<file path="config.mk">
export PLATFORM = sky130hd
export DESIGN_NAME = alarm_table_matcher
export DESIGN_NICKNAME = d
export VERILOG_FILES = /design/src/rtl/atm_pkg.sv /design/src/rtl/atm_ctrl.sv /design/src/rtl/atm_datapath.sv /design/src/rtl/alarm_table_matcher.sv
export SDC_FILE = /design/constraint.sdc
export NUM_CORES = 1
export LEC_CHECK = 0
export BUFFER_PORTS_ARGS = -buffer_cell sky130_fd_sc_hd__buf_2
export CORE_AREA = 2 2 181 183
export DETAILED_ROUTE_END_ITERATION = 8
export DIE_AREA = 0 0 183 185
export PLACE_DENSITY = 0.51
export SYNTH_ARGS = -nofsm -noshare
export SYNTH_HDL_FRONTEND = slang
export SYNTH_SLANG_ARGS = --single-unit
</file>
<file path="constraint.sdc">
create_clock -name clk -period 7.1 [get_ports clk]
set_input_delay 1.42 -clock clk [delete_from_list [all_inputs] [get_ports clk]]
set_output_delay 1.42 -clock clk [all_outputs]
set_load 0.01 [all_outputs]
</file>
<file path="src/rtl/atm_pkg.sv">
// ----------------------------------------------------------------------------
// atm_pkg: shared types and constants of the alarm table matcher
// Slot count, repeat codes, stream payload layouts and the control interface
// between the scan controller and the datapath.
// ----------------------------------------------------------------------------
package atm_pkg;

  localparam int ALARM_SLOTS = 8;
  localparam int MAX_FIRINGS = 8;

  localparam int SLOT_IDX_W = (ALARM_SLOTS > 1) ? $clog2(ALARM_SLOTS) : 1;
  localparam int IDX_EXT_W  = (SLOT_IDX_W > 3) ? SLOT_IDX_W : 3;
  localparam int FIRE_CNT_W = (MAX_FIRINGS > 1) ? $clog2(MAX_FIRINGS) : 1;

  localparam logic CMD_WRITE = 1'b0;
  localparam logic CMD_TICK  = 1'b1;

  localparam logic [3:0] WDAY_NONE     = 4'd0;
  localparam logic [3:0] WDAY_EVERY    = 4'd1;
  localparam logic [3:0] WDAY_WORKDAYS = 4'd8;
  localparam logic [3:0] WDAY_WEEKEND  = 4'd9;
  localparam logic [5:0] MDAY_NONE     = 6'd0;

  localparam logic [2:0] SUNDAY   = 3'd0;
  localparam logic [2:0] SATURDAY = 3'd6;

  localparam logic [6:0] NO_MINUTE = 7'd127;

  typedef struct packed {
    logic [3:0] pad;
    logic [4:0] now_monthday;
    logic [2:0] now_weekday;
    logic [5:0] now_minute;
    logic [4:0] now_hour;
    logic [5:0] repeat_monthday;
    logic [3:0] repeat_weekday;
    logic [5:0] alarm_minute;
    logic [4:0] alarm_hour;
    logic       entry_valid;
    logic [2:0] slot;
  } atm_in_t;

  typedef struct packed {
    logic [3:0] pad;
    logic       was_one_shot;
    logic [2:0] fired_slot;
  } atm_out_t;

  typedef struct packed {
    logic [4:0] hour;
    logic [5:0] minute;
    logic [3:0] wday_code;
    logic [5:0] mday_code;
  } atm_entry_t;

  typedef enum logic [1:0] {
    ST_IDLE,
    ST_SCAN,
    ST_FLUSH
  } atm_state_t;

  typedef struct packed {
    logic accept;
    logic step;
    logic flush;
  } atm_cmd_t;

  typedef struct packed {
    logic tick_scan;
    logic fire;
    logic scan_end;
    logic pend_valid;
    logic out_free;
  } atm_status_t;

endpackage

</file>
<file path="src/rtl/atm_ctrl.sv">
// ----------------------------------------------------------------------------
// atm_ctrl: scan controller of the alarm table matcher
// Accepts one item at a time, walks the table during a scan and flushes the
// final firing with its last flag.
// ----------------------------------------------------------------------------
module atm_ctrl import atm_pkg::*; (
  input  logic        clk,
  input  logic        rst,
  input  logic        s_tvalid,
  output logic        s_tready,
  input  atm_status_t status,
  output atm_cmd_t    cmd
);

  atm_state_t state;
  atm_state_t state_next;
  logic       stall;

  assign stall = status.fire && status.pend_valid && !status.out_free;

  always_ff @(posedge clk) begin
    if (rst) begin
      state <= ST_IDLE;
    end else begin
      state <= state_next;
    end
  end

  always_comb begin
    state_next = state;
    case (state)
      ST_IDLE: begin
        if (s_tvalid && status.tick_scan) begin
          state_next = ST_SCAN;
        end
      end
      ST_SCAN: begin
        if (!stall && status.scan_end) begin
          state_next = ST_FLUSH;
        end
      end
      ST_FLUSH: begin
        if (!status.pend_valid || status.out_free) begin
          state_next = ST_IDLE;
        end
      end
      default: begin
        state_next = ST_IDLE;
      end
    endcase
  end

  always_comb begin
    s_tready   = 1'b0;
    cmd.accept = 1'b0;
    cmd.step   = 1'b0;
    cmd.flush  = 1'b0;
    case (state)
      ST_IDLE: begin
        s_tready   = 1'b1;
        cmd.accept = s_tvalid;
      end
      ST_SCAN: begin
        cmd.step = !stall;
      end
      ST_FLUSH: begin
        cmd.flush = status.pend_valid && status.out_free;
      end
      default: begin
      end
    endcase
  end

endmodule

</file>
<file path="src/rtl/atm_datapath.sv">
// ----------------------------------------------------------------------------
// atm_datapath: alarm table, scan pointer and result registers
// Holds the slot table with its valid bits, matches one slot per cycle unless stalled and
// keeps one pending firing ahead of the output register.
// ----------------------------------------------------------------------------
module atm_datapath import atm_pkg::*; (
  input  logic        clk,
  input  logic        rst,
  input  logic        cfg_we,
  input  logic        cfg_wdata,
  input  logic [47:0] s_tdata,
  input  logic        s_tuser,
  output logic        m_tvalid,
  input  logic        m_tready,
  output logic [7:0]  m_tdata,
  output logic        m_tlast,
  input  atm_cmd_t    cmd,
  output atm_status_t status
);

  atm_in_t                 in_item;
  atm_entry_t              table_data [ALARM_SLOTS];
  logic [ALARM_SLOTS-1:0]  table_valid;
  logic                    once_per_minute;
  logic [6:0]              last_minute;
  logic [4:0]              now_hour;
  logic [5:0]              now_minute;
  logic [2:0]              now_weekday;
  logic [4:0]              now_monthday;
  logic [SLOT_IDX_W-1:0]   idx;
  logic [FIRE_CNT_W-1:0]   fire_cnt;
  logic                    pend_valid;
  logic [2:0]              pend_slot;
  logic                    pend_one_shot;
  atm_out_t                out_data;
  logic                    out_last;
  logic [IDX_EXT_W-1:0]    wr_ext;
  logic [IDX_EXT_W-1:0]    idx_ext;
  logic                    wr_in_range;
  logic                    tick_skip;
  atm_entry_t              cur;
  logic                    cur_one_shot;
  logic                    rule_ok;
  logic                    wday_ok;
  logic [3:0]              wday_less;
  logic [5:0]              mday_less;
  logic                    out_load;

  assign in_item     = atm_in_t'(s_tdata);
  assign wr_ext      = IDX_EXT_W'(in_item.slot);
  assign idx_ext     = IDX_EXT_W'(idx);
  assign wr_in_range = int'(in_item.slot) < ALARM_SLOTS;
  assign tick_skip   = once_per_minute && ({1'b0, in_item.now_minute} == last_minute);

  assign cur          = table_data[idx];
  assign wday_less    = cur.wday_code - 4'd1;
  assign mday_less    = cur.mday_code - 6'd1;
  assign cur_one_shot = (cur.wday_code == WDAY_NONE) && (cur.mday_code == MDAY_NONE);

  always_comb begin
    if (cur.wday_code == WDAY_EVERY || wday_less == {1'b0, now_weekday}) begin
      wday_ok = 1'b1;
    end else if (now_weekday inside {SUNDAY, SATURDAY}) begin
      wday_ok = cur.wday_code == WDAY_WEEKEND;
    end else begin
      wday_ok = cur.wday_code == WDAY_WORKDAYS;
    end
    if (cur.wday_code != WDAY_NONE) begin
      rule_ok = wday_ok;
    end else if (cur.mday_code != MDAY_NONE) begin
      rule_ok = mday_less == {1'b0, now_monthday};
    end else begin
      rule_ok = 1'b1;
    end
  end

  assign status.tick_scan  = (s_tuser == CMD_TICK) && !tick_skip;
  assign status.fire       = table_valid[idx] && (cur.hour == now_hour) &&
                             (cur.minute == now_minute) && rule_ok;
  assign status.scan_end   = (idx == SLOT_IDX_W'(ALARM_SLOTS - 1)) ||
                             (status.fire && fire_cnt == FIRE_CNT_W'(MAX_FIRINGS - 1));
  assign status.pend_valid = pend_valid;
  assign status.out_free   = !m_tvalid || m_tready;

  assign out_load = (cmd.step && status.fire && pend_valid) || cmd.flush;

  always_ff @(posedge clk) begin
    if (rst) begin
      once_per_minute <= 1'b0;
    end else if (cfg_we) begin
      once_per_minute <= cfg_wdata;
    end
  end

  always_ff @(posedge clk) begin
    if (cmd.accept && s_tuser == CMD_WRITE && wr_in_range) begin
      table_data[wr_ext[SLOT_IDX_W-1:0]] <= '{
        hour:      in_item.alarm_hour,
        minute:    in_item.alarm_minute,
        wday_code: in_item.repeat_weekday,
        mday_code: in_item.repeat_monthday
      };
    end
  end

  always_ff @(posedge clk) begin
    if (rst) begin
      table_valid <= '0;
    end else if (cmd.accept && s_tuser == CMD_WRITE && wr_in_range) begin
      table_valid[wr_ext[SLOT_IDX_W-1:0]] <= in_item.entry_valid;
    end else if (cmd.step && status.fire && cur_one_shot) begin
      table_valid[idx] <= 1'b0;
    end
  end

  always_ff @(posedge clk) begin
    if (rst) begin
      last_minute <= NO_MINUTE;
      idx         <= '0;
      fire_cnt    <= '0;
      pend_valid  <= 1'b0;
    end else if (cmd.accept) begin
      if (status.tick_scan) begin
        last_minute <= {1'b0, in_item.now_minute};
        idx         <= '0;
        fire_cnt    <= '0;
        pend_valid  <= 1'b0;
      end
    end else if (cmd.step) begin
      idx <= idx + 1'b1;
      if (status.fire) begin
        fire_cnt   <= fire_cnt + 1'b1;
        pend_valid <= 1'b1;
      end
    end else if (cmd.flush) begin
      pend_valid <= 1'b0;
    end
  end

  always_ff @(posedge clk) begin
    if (cmd.accept && status.tick_scan) begin
      now_hour     <= in_item.now_hour;
      now_minute   <= in_item.now_minute;
      now_weekday  <= in_item.now_weekday;
      now_monthday <= in_item.now_monthday;
    end
    if (cmd.step && status.fire) begin
      pend_slot     <= idx_ext[2:0];
      pend_one_shot <= cur_one_shot;
    end
    if (out_load) begin
      out_data.pad          <= '0;
      out_data.fired_slot   <= pend_slot;
      out_data.was_one_shot <= pend_one_shot;
      out_last              <= cmd.flush;
    end
  end

  always_ff @(posedge clk) begin
    if (rst) begin
      m_tvalid <= 1'b0;
    end else if (out_load) begin
      m_tvalid <= 1'b1;
    end else if (m_tready) begin
      m_tvalid <= 1'b0;
    end
  end

  assign m_tdata = out_data;
  assign m_tlast = out_last;

endmodule

</file>
<file path="src/rtl/alarm_table_matcher.sv">
// ----------------------------------------------------------------------------
// alarm_table_matcher: alarm slot table checked against clock ticks
// Stores alarm slots and reports every slot whose time and repeat rule match
// a tick, clearing one-shot slots as they fire.
//
//   Channel  Dir  Transfer on          Content
//   s_*      in   s_tvalid & s_tready  tuser: cmd; tdata: write fields, time
//   m_*      out  m_tvalid & m_tready  tdata: fired_slot, was_one_shot; tlast
//   cfg_*    in   cfg_we               cfg_wdata: once_per_minute
//
// A write or a skipped tick is taken in the idle state alone. A scanning tick
// walks the table slots (one slot register read per cycle while not stalled)
// and then hands over the final firing in the flush state; the scan stops at
// the last slot or at the MAX_FIRINGS-th firing. The scan stalls while the
// output register stays full and another firing waits behind it.
// Reset leaves every slot invalid and no minute scanned; no clearing pass.
// ----------------------------------------------------------------------------
module alarm_table_matcher import atm_pkg::*; (
  input  logic        clk,
  input  logic        rst,
  input  logic        s_tvalid,
  output logic        s_tready,
  // slot, entry_valid, alarm_hour, alarm_minute, repeat_weekday,
  // repeat_monthday, now_hour, now_minute, now_weekday, now_monthday, zeros
  input  logic [47:0] s_tdata,
  // cmd
  input  logic        s_tuser,
  output logic        m_tvalid,
  input  logic        m_tready,
  // fired_slot, was_one_shot, zeros
  output logic [7:0]  m_tdata,
  output logic        m_tlast,
  input  logic        cfg_we,
  input  logic        cfg_wdata
);

  atm_cmd_t    cmd;
  atm_status_t status;

  atm_ctrl u_ctrl (
    .clk      (clk),
    .rst      (rst),
    .s_tvalid (s_tvalid),
    .s_tready (s_tready),
    .status   (status),
    .cmd      (cmd)
  );

  atm_datapath u_datapath (
    .clk       (clk),
    .rst       (rst),
    .cfg_we    (cfg_we),
    .cfg_wdata (cfg_wdata),
    .s_tdata   (s_tdata),
    .s_tuser   (s_tuser),
    .m_tvalid  (m_tvalid),
    .m_tready  (m_tready),
    .m_tdata   (m_tdata),
    .m_tlast   (m_tlast),
    .cmd       (cmd),
    .status    (status)
  );

endmodule
</file>
After elaboration in Yosys (flattened, before gate mapping)

Memories as Yosys holds them, arrays and structs flattened. A register that Yosys moved wholly into a read port is not among the register bits.
Cells that the tools add are included.

Add/sub/neg operators: 4
Reductions and logical operators: 46
Magnitude comparators: 4
Bitwise logic cells: 3
Equal/unequal tests: 18
Mux-type cells: 38

Operators by type and width:

| operator            | count |
|---|---|
| $mux 3              | 8 |
| $mux 1              | 20 |
| $logic_and 1x1->1   | 19 |
| $mux 8              | 2 |
| $reduce_bool 2->1   | 5 |
| $eq 3x3->1 const B  | 3 |
| $reduce_and 3->1    | 3 |
| $and 8x8->8         | 1 |
| $bwmux 8            | 1 |
| $eq 4x4->1 const B  | 2 |
| $lt 3x4->1 const B  | 2 |
| $not 8->8           | 1 |
| $eq 6x7->1          | 1 |
| $add 3x1->3 const B | 2 |
| $demux 1 s3         | 2 |
| $eq 6x5->1          | 1 |
| $eq 6x6->1          | 1 |
| $ge 3x1->1 const B  | 2 |
| $logic_not 6->1     | 1 |
| $mux 2              | 3 |
| $ne 2x1->1 const B  | 3 |
| $pmux 2 s3          | 1 |
| $reduce_bool 6->1   | 1 |
| $sub 6x1->6 const B | 1 |
| other kinds (18)    | 27 |

Memories kept: 1
Input bits: 55
Logic and storage cells: 131
Bits in writable memories: 168
Flip-flop bits (word level): 54

Memory list:

| name                  | words | width | rd ports | clocked after Yosys merged registers in | write ports | line               | source |
|---|---|---|---|---|---|---|---|
| u_datapath.table_data | 8     | 21    | 1        | 1                                       | 1           | atm_datapath.sv:22 | `atm_entry_t table_data [ALARM_SLOTS];` |

Logic depth before layout (Yosys ltp)

Gate-level depths: netlist (run 1).

Word-level depth: 14
Gate-level depth with buffers: 14
Depth with buffers taken out: 12

By module

From an unflattened synthesis (run 1), not the netlist that was laid out.

Cell total of the unflattened synthesis: 557
Area total of the unflattened synthesis: 9470.3 um^2

By module, submodules not included:

| module       | seq. area each (um^2) | cells each | area each (um^2) | instances |
|---|---|---|---|---|
| atm_datapath | 6426.2                | 542        | 9342.7           | 1 |
| atm_ctrl     | 40.0                  | 15         | 127.6            | 1 |

Least setup slack after synthesis (run 1)

OpenSTA, ideal clock, no wires.

Path type: input port to flip-flop
Start point: in s_tvalid
End point: reg u_datapath.table_valid[0]
Path buffers: 1
Path slack: 2.424 ns
Library setup time: 0.141 ns
Arrival: 4.535 ns
Stages on the path: 7
Data required time: 6.959 ns
Path through: nand2_1 > or2_2 > clkbuf_1 > nor4_1 > inv_1 > o21ai_0 > a221oi_1

Word-level cells in the longest chain between the ends: 3
Elaborated cells on any way between the ends: 4
Classes of those cells: mux (2); reduce/logical (2)

RTL lines:

| element                                     | line                      | source |
|---|---|---|
| start, declared                             | alarm_table_matcher.sv:21 | `input logic s_tvalid,` |
| $mux 1 (*)                                  | atm_ctrl.sv:58            | `case (state)` |
| $logic_and 1x1->1 (*)                       | atm_datapath.sv:109       | `end else if (cmd.accept && s_tuser == CMD_WRITE && wr_in_range) begin` |
| $mux 8 or $reduce_bool 2->1 (tied branches) | -                         |  |
| end signal, assigned by index               | atm_datapath.sv:110       | `table_valid[wr_ext[SLOT_IDX_W-1:0]] <= in_item.entry_valid;` |
| end, declared                               | atm_datapath.sv:23        | `logic [ALARM_SLOTS-1:0] table_valid;` |

Every way passes the cells marked *; elsewhere a longest branch is shown, timed or not.
A chain may end at the register's enable or synchronous reset.

==> flow_summary.json, run 1 <==
{
  "hold_buffers": 0,
  "drive_gt1_share_pct": 26.2,
  "ys_warn_count": 0,
  "status": "complete, no violations",
  "netlist_instances": 565,
  "coreArea_um2": 32000,
  "vdd_drop_max_v": 0.000181,
  "regToRegSetupSlack_ns": 2.46,
  "clock_sinks": 225,
  "critPathCaptureType": "flop",
  "vias_per_cell": 4.84,
  "worst_setup_path_start_kind": "flop",
  "initial_core_util_pct": 29.5,
  "ys_ff_latch": 225,
  "grt_pass1_wl_mm": 32.1,
  "static-leakage-power_nw": 3.59,
  "grt_max_degree": 45,
  "cts_root_buf": "clkbuf_16",
  "hold_viol": 0,
  "drt-total-wl_mm": 21.5,
  "seqCellArea_um2": 6470,
  "numCtsBuffers": 25,
  "syn-cell-area_um2": 9460,
  "htreeDepth": 1,
  "cts.clk_slew.worst_paths_ns": 0.06,
  "final_common_cell": "edfxtp_1",
  "finalCriticalPeriod_ns": 4.64,
  "whs_ns": 0.425,
  "min_path_type": "flop to flop",
  "worst_pin_slew_ns": 0.961,
  "layout.cells.non_filler": 1062,
  "die_h_um": 185,
  "dp_cells": 1017,
  "drt_iter0_markers": 296,
  "io_pins": 66,
  "io_buffers": 57,
  "clock_latency_ns": 0.53,
  "track_usage_pct": 12.6,
  "slew_headroom_pct": 35.8,
  "finalClockSkew_ns": 0.0274,
  "total_power_w": 0.00299,
  "cts_resized": 0,
  "die_width_um": 183,
  "synthFlopType": "edfxtp_1",
  "period_share_pct": 65.3,
  "vias": 5138,
  "die_area_um2": 33900,
  "power_density_nw_per_um2": 269,
  "fillers": 3055,
  "setup_viol": 0,
  "clockBufferDepth": 3,
  "critPathMaxFanout": 19,
  "drv_slew": 0,
  "gp_congestion": 0.771,
  "ys_seq_area_share_pct": 68.4,
  "crit_required_ns": 7.26,
  "setup_tns_ns": 0,
  "finish.utilization_pct": 34.6,
  "synth.avg_cell_area_um2": 16.7,
  "dr.pass1.iters": 4,
  "maxCapViolations": 0,
  "antenna_left": 0,
  "wl_per_cell_um": 20.2,
  "nets": 698,
  "dp_hpwl_mm": 13.1,
  "syn_to_final_growth_pct": 17.4,
  "rsz0062_at_grt": "false",
  "rows": 66,
  "arrival_ns": 4.80,
  "grt_pass1_vias": 5369,
  "cts_tree": "done",
  "yosysUniqueCellTypes": 73,
  "multi_input_area_um2": 2850,
  "mostFrequentLayoutCells": "196 x edfxtp_1, 57 x buf_2, 34 x mux2i_1",
  "drc": 0,
  "grt_antenna_before_repair": 3,
  "grt_overflow": 0,
  "cts_setup_buffers": 0,
  "async_flop_share_pct": 0,
  "synth_edf_count": 196,
  "timing.fmax_mhz": 216,
  "path_class": "flop to flop"
}
-- cells by family after synthesis --
kind of cell               share of synthesized area, %
and+or+nand+nor                                    6.59
other                                            0.0397
DFF                                                68.4
buffers and inverters                              2.14
muxes                                              12.6
xor gates and xnor gates                           2.39
AOI/OAI and AO/OA                                  6.92
adders and majority gates                         0.926
-- flip-flops by register name, summed over array words and instances, names as in the netlist, 2 cells and up, named ones only --
name / cells
u_datapath.last_minute: 7
u_datapath.now_minute: 6
u_datapath.table_data: 168
u_datapath.fire_cnt: 3
u_ctrl.state: 2
u_datapath.table_valid: 8
u_datapath.idx: 3
u_datapath.pend_slot: 3
u_datapath.now_weekday: 3
u_datapath.m_tdata: 4
u_datapath.now_hour: 5
u_datapath.now_monthday: 5
-- worst paths after layout --
kind	from	end	cells past startpoint
worst max-delay path	flop	u_datapath.m_tdata[2]	12
worst min-delay path	u_datapath.pend_slot[0]	u_datapath.m_tdata[0]	0
worst max register to register	flop	u_datapath.m_tdata[2]	12
worst min register to register	u_datapath.pend_slot[0]	u_datapath.m_tdata[0]	0
-- cell type report --
class	instances	area share [%]
Sequential cell	225	58.3
Multi-Input combinational cell	308	25.7
Clock buffer	29	5.86
Tap cell	408	4.60
Timing Repair Buffer	66	3.18
Clock inverter	14	2.04
Inverter	10	0.338
Antenna cell	2	0.0451
-- worst max-delay path, stage by stage (launching register included) --
cell and delay, ns:
dfxtp_1 0.51, buf_4 0.41, mux4_1 0.59, mux2_2 0.32
inv_1 0.09, ha_1 0.24, xor2_1 0.19, o211ai_1 0.12
and3_1 0.19, o41ai_2 0.44, nor4b_4 0.50, o211ai_4 0.19
o21bai_1 0.46
-- synth_stat cells, types with 5 or more instances --
master    instances  area, µm²
mux4_2           22        495
ha_1              7       87.6
a211oi_1          5       37.5
a21oi_1           6       30.0
nand3_1           9       45.0
o211ai_1          7       52.6
clkbuf_1          8       30.0
xnor2_1          12        105
mux2i_1          34        340
a211o_1           7       61.3
nand2_1          17       63.8
nor3_1           10       50.1
xor2_1           12        105
nand4_1           5       31.3
buf_2             5       25.0
dfxtp_1          29        581
edfxtp_1        196       5890
or3_1             5       31.3
a221oi_1          7       61.3
and3_1            5       31.3
o21ai_0           5       25.0
mux2_2           19        214
buf_4             9       67.6
nand2b_1          7       43.8
inv_1             9       33.8
nor2_1           24       90.1
and2_1            8       50.1
-- through the flow --
stage          instance area [µm²]  worst slack [ns]
6_report                     11100              2.46
2_1_floorplan                 9470              2.42
5_1_grt                      11100              2.18
4_1_cts                      11100              2.43
3_5_place_dp                 10200              2.45
3_3_place_gp                 10200              2.50
-- routing by layer --
metal | GRT usage (%) | wire length, µm | up-vias
met5 | 0 | 12 | -
met4 | 3.90 | 410 | 2
met3 | 2.32 | 1090 | 33
met2 | 21.9 | 10700 | 116
met1 | 16.1 | 9220 | 2594
li1 | - | - | 2393
-- where the power goes --
group          switching [W]  total (W)  internal, W
combinational      0.0000844   0.000137    0.0000525
sequential         0.0000125    0.00147      0.00146
clock               0.000508    0.00138     0.000870
total               0.000604    0.00299      0.00238
Power figures use the tool's default switching activity.
==> inputs of run 2 (changes only) <==
==> constraint.sdc (replaced) <==
create_clock -name clk -period 4.5 [get_ports clk]
set_input_delay 0.9 -clock clk [delete_from_list [all_inputs] [get_ports clk]]
set_output_delay 0.9 -clock clk [all_outputs]
set_load 0.01 [all_outputs]
==> flow_summary.json, run 2 (synthesis results as in run 1) <==
{
  "grt_pass1_wl_mm": 32.4,
  "place_area_um2": 10300,
  "holdPathStages": 0,
  "drt_iter0_markers": 312,
  "arrival_ns": 4.38,
  "min_from": "u_datapath.pend_one_shot",
  "finalClockSkew_ns": 0.0139,
  "grt_pass1_vias": 5477,
  "path_class": "flop to flop",
  "gr-usage-met3_pct": 2.46,
  "clockBufferDepth": 3,
  "clockPowerShare_pct": 43.1,
  "coreArea_um2": 32000,
  "critPathSlowestCell": "mux4_1",
  "critPathMaxFanout": 13,
  "cts_root_buf": "clkbuf_16",
  "pwr-share-seq_pct": 52.0,
  "cts_tree": "done",
  "cts_setup_buffers": 0,
  "initial_core_util_pct": 29.5,
  "track_usage_pct": 12.8,
  "dr.pass1.iters": 4,
  "r2r-end": "u_datapath.m_tdata[1]",
  "min_path_type": "flop to flop",
  "finish.instance_area_um2": 11000,
  "antenna_left": 0,
  "rsz0062_at_grt": "false",
  "switching_share_pct": 21.0,
  "power_density_nw_per_um2": 404,
  "nets": 706,
  "drv_slew": 0,
  "io_pins": 66,
  "clock_sinks": 225,
  "intPower_w": 0.00352,
  "use_met2_pct": 23.0,
  "clock_latency_ns": 0.53,
  "path_cells": "mux4_1, mux2_2, inv_1, ha_1, xor2_1, nand3_1, and3_1, o41ai_2, nor4b_4, o211ai_4, o21bai_1",
  "htreeDepth": 1,
  "wl_per_cell_um": 20.0,
  "io_buffers": 57,
  "period_share_pct": 93.7,
  "drt-total-wl_mm": 21.3,
  "worst_pin_slew_ns": 0.920,
  "slew_headroom_pct": 38.5,
  "cts_resized": 0,
  "drive_gt1_share_pct": 25.9,
  "cts.clk_slew.worst_paths_ns": 0.06,
  "reg2reg_depth": 11,
  "final_common_cell": "edfxtp_1",
  "rows": 66,
  "vdd_drop_max_v": 0.000291,
  "maxCapViolations": 0,
  "syn_to_final_growth_pct": 16.8,
  "grt_max_degree": 35,
  "hold_buffers": 0,
  "layout.cells.non_filler": 1069,
  "largest_reg_flops": 168,
  "mostFrequentLayoutCells": "196 x edfxtp_1, 57 x buf_2, 34 x mux2i_1",
  "worst_setup_path_start_kind": "flop",
  "grt_antenna_before_repair": 4,
  "vias": 5210,
  "dp_cells": 1025,
  "numCtsBuffers": 25,
  "gp_congestion": 0.826,
  "dp_hpwl_mm": 13.5,
  "finalCriticalPeriod_ns": 4.22,
  "use_met1_pct": 15.5,
  "setup_tns_ns": 0,
  "die_area_um2": 33900,
  "p_switching_w": 0.000938,
  "status": "complete, no violations",
  "grt.busiest_layer": "met2",
  "drc": 0,
  "hold_viol": 0,
  "critPathCaptureType": "flop",
  "static-leakage-power_nw": 3.57,
  "min_to": "u_datapath.m_tdata[3]",
  "die_width_um": 183,
  "vias_per_cell": 4.87,
  "crit_required_ns": 4.66,
  "regToRegSetupSlack_ns": 0.28,
  "max_stage_delay_ns": 0.60,
  "whs_ns": 0.424,
  "combPwrFrac_pct": 4.9,
  "timing.fmax_mhz": 237,
  "grt_overflow": 0,
  "die_h_um": 185,
  "total_power_w": 0.00446,
  "setup_viol": 0
}
[run 2: worst max path at each step]
stage	start	endpoint	slack [ns]
after floorplan	s_tvalid	u_datapath.table_valid[0]	0.34
after global placement	flop	u_datapath.m_tdata[3]	0.25
after detailed placement	flop	u_datapath.m_tdata[1]	0.24
after CTS	flop	u_datapath.m_tdata[2]	0.22
after global routing	flop	u_datapath.m_tdata[2]	0.04
final	flop	u_datapath.m_tdata[1]	0.28
[run 2: final cells by class]
cell class	count	area, µm²
diodes	1	2.50
repair buffers	74	413
well taps	408	510
flip-flops and latches	225	6470
inverters	10	37.5
fillers	3030	21000
clock buffers	31	648
multi-input cells	308	2840
clock inverters	12	123
[run 2: power groups by stage]
stage          Sequential, W  Clock (W)  Combinational (W)
6_report             0.00232    0.00192           0.000218
5_1_grt              0.00232    0.00206           0.000240
3_5_place_dp         0.00236          0           0.000220
3_3_place_gp         0.00236          0           0.000214
4_1_cts              0.00232    0.00197           0.000221
2_1_floorplan        0.00236          0           0.000133
[run 2: through the flow]
stage / setup WS [ns] / util [%]
2_1_floorplan: 0.344 / -
3_3_place_gp: 0.254 / 32.1
4_1_cts: 0.225 / 34.5
5_1_grt: 0.0401 / 34.5
6_report: 0.283 / 34.5
3_5_place_dp: 0.240 / 32.1
[run 2: critical path: cells and delay by family (launching register included)]
| kind | cells | cell delay (ns) |
|---|---|---|
| compound gates | 3 | 1.05 |
| xor+xnor | 1 | 0.18 |
| fa+ha+maj | 1 | 0.24 |
| buf+inv | 1 | 0.09 |
| flops | 1 | 0.58 |
| mux | 2 | 0.91 |
| simple gates | 3 | 0.79 |
[run 2: routing by layer]
metal	part of all wire [%]	up-vias
met3	4.3	37
met2	51	121
met1	42	2643
li1	-	2405
met4	2.5	4
met5	0.11	-
==> inputs of run 3 (changes only) <==
--- a/config.mk
+++ b/config.mk
@@ -9,7 +9,7 @@
 export CORE_AREA = 2 2 181 183
 export DETAILED_ROUTE_END_ITERATION = 8
 export DIE_AREA = 0 0 183 185
-export PLACE_DENSITY = 0.51
+export PLACE_DENSITY = 0.5
 export SYNTH_ARGS = -nofsm -noshare
 export SYNTH_HDL_FRONTEND = slang
 export SYNTH_SLANG_ARGS = --single-unit
==> flow_summary.json, run 3 (synthesis results as in run 1) <==
{
  "status": "complete, no violations",
  "intPower_w": 0.00354,
  "worst_setup_path_start_kind": "flop",
  "period_share_pct": 94.4,
  "pwr-share-seq_pct": 52.0,
  "clockPowerShare_pct": 43.0,
  "initial_core_util_pct": 29.5,
  "io_buffers": 57,
  "grt_antenna_before_repair": 4,
  "drt-total-wl_mm": 21.6,
  "finalClockSkew_ns": 0.0126,
  "critPathCaptureType": "flop",
  "p_switching_w": 0.000923,
  "maxCapViolations": 0,
  "drt_iter0_markers": 364,
  "finish.instance_area_um2": 11100,
  "crit_required_ns": 4.64,
  "io_pins": 66,
  "largest_reg_flops": 168,
  "clock_latency_ns": 0.52,
  "htreeDepth": 1,
  "clockBufferDepth": 3,
  "grt_overflow": 0,
  "gp_congestion": 0.745,
  "power_density_nw_per_um2": 403,
  "layout.cells.non_filler": 1070,
  "coreArea_um2": 32000,
  "mostFrequentLayoutCells": "196 x edfxtp_1, 57 x buf_2, 34 x mux2i_1",
  "routedLengthMet1_mm": 8.92,
  "grt_max_degree": 30,
  "whs_ns": 0.421,
  "wl_per_cell_um": 20.2,
  "timing.fmax_mhz": 235,
  "switching_share_pct": 20.7,
  "static-leakage-power_nw": 3.57,
  "grt_pass1_vias": 5531,
  "cts_resized": 0,
  "final_common_cell": "edfxtp_1",
  "combPwrFrac_pct": 4.9,
  "syn_to_final_growth_pct": 16.9,
  "vias_per_cell": 4.86,
  "drv_slew": 0,
  "dp_cells": 1025,
  "fillers": 3058,
  "die_width_um": 183,
  "cts_tree": "done",
  "top_layer": "met5",
  "vias": 5198,
  "grt_pass1_wl_mm": 33.0,
  "place_area_um2": 10300,
  "min_path_type": "flop to flop",
  "antenna_left": 0,
  "dr.pass1.iters": 7,
  "rsz0062_at_grt": "false",
  "wl_met3_um": 906,
  "die_area_um2": 33900,
  "slew_headroom_pct": 33.3,
  "path_class": "flop to flop",
  "hold_buffers": 0,
  "arrival_ns": 4.39,
  "die_h_um": 185,
  "setup_viol": 0,
  "cts_root_buf": "clkbuf_16",
  "numCtsBuffers": 24,
  "finalCriticalPeriod_ns": 4.25,
  "drc": 0,
  "nets": 705,
  "cts.clk_slew.worst_paths_ns": 0.06,
  "hold_viol": 0,
  "dp_hpwl_mm": 13.5,
  "cts_setup_buffers": 0,
  "met2WireLength_mm": 11.2,
  "clock_sinks": 225,
  "rows": 66,
  "worst_pin_slew_ns": 0.998,
  "finish.utilization_pct": 34.5,
  "drive_gt1_share_pct": 25.9,
  "track_usage_pct": 13.0,
  "critPathMaxFanout": 20,
  "vdd_drop_max_v": 0.000232,
  "setup_tns_ns": 0
}
run 3: cell types whose count changed in the layout (fill, tap and decap cells not counted), sizes merged:
| cell | delta |
|---|---|
| clkbuf | +3 |
| clkinv | -2 |
| clkinvlp | +1 |
| inv | -1 |
run 3: worst paths after layout:
| check | from | end | slack (ns) | cells past startpoint |
|---|---|---|---|---|
| max | flop | u_datapath.m_tdata[0] | 0.25 | 11 |
| min reg2reg | u_datapath.pend_one_shot | u_datapath.m_tdata[3] | 0.42 | 0 |
| min | u_datapath.pend_one_shot | u_datapath.m_tdata[3] | 0.42 | 0 |
| max reg2reg | flop | u_datapath.m_tdata[0] | 0.25 | 11 |
run 3: routing by layer:
metal / track usage (%) / up-vias
met1: 15.6 / 2633
met5: 0 / -
met4: 4.13 / 4
met3: 2.16 / 35
met2: 23.7 / 122
li1: - / 2404
run 3: stage by stage:
step / total power, W / setup slack [ns]
floorplan: 0.00249 / 0.344
global placement: 0.00258 / 0.394
detailed placement: 0.00259 / 0.296
CTS: 0.00450 / 0.251
global route: 0.00462 / 0.0199
finish: 0.00446 / 0.251
run 3: cell type report:
class	instances	area (µm²)	area share [%]
multi-input cells	308	2850	25.8
diodes	1	2.50	0.0226
clock inverters	10	109	0.985
repair buffers	74	413	3.73
well taps	408	510	4.62
clock buffers	34	668	6.04
flip-flops and latches	225	6470	58.5
inverters	10	37.5	0.340
run 3: worst max-delay path, stage by stage (launching register included):
cell      delay, ns
dfxtp_2        0.70
mux4_1         0.37
mux2_2         0.32
inv_1          0.10
ha_1           0.24
xor2_1         0.19
nand3_1        0.09
and3_1         0.21
o41ai_2        0.47
nor4b_4        0.52
o211ai_4       0.19
o21bai_1       0.47
run 3: power by group through the flow:
stage | sequential [W] | clock, W | combinational [W]
after global routing | 0.00232 | 0.00205 | 0.000244
after detailed placement | 0.00236 | 0 | 0.000222
after global placement | 0.00236 | 0 | 0.000215
after floorplan | 0.00236 | 0 | 0.000133
final | 0.00232 | 0.00192 | 0.000220
after CTS | 0.00232 | 0.00196 | 0.000224
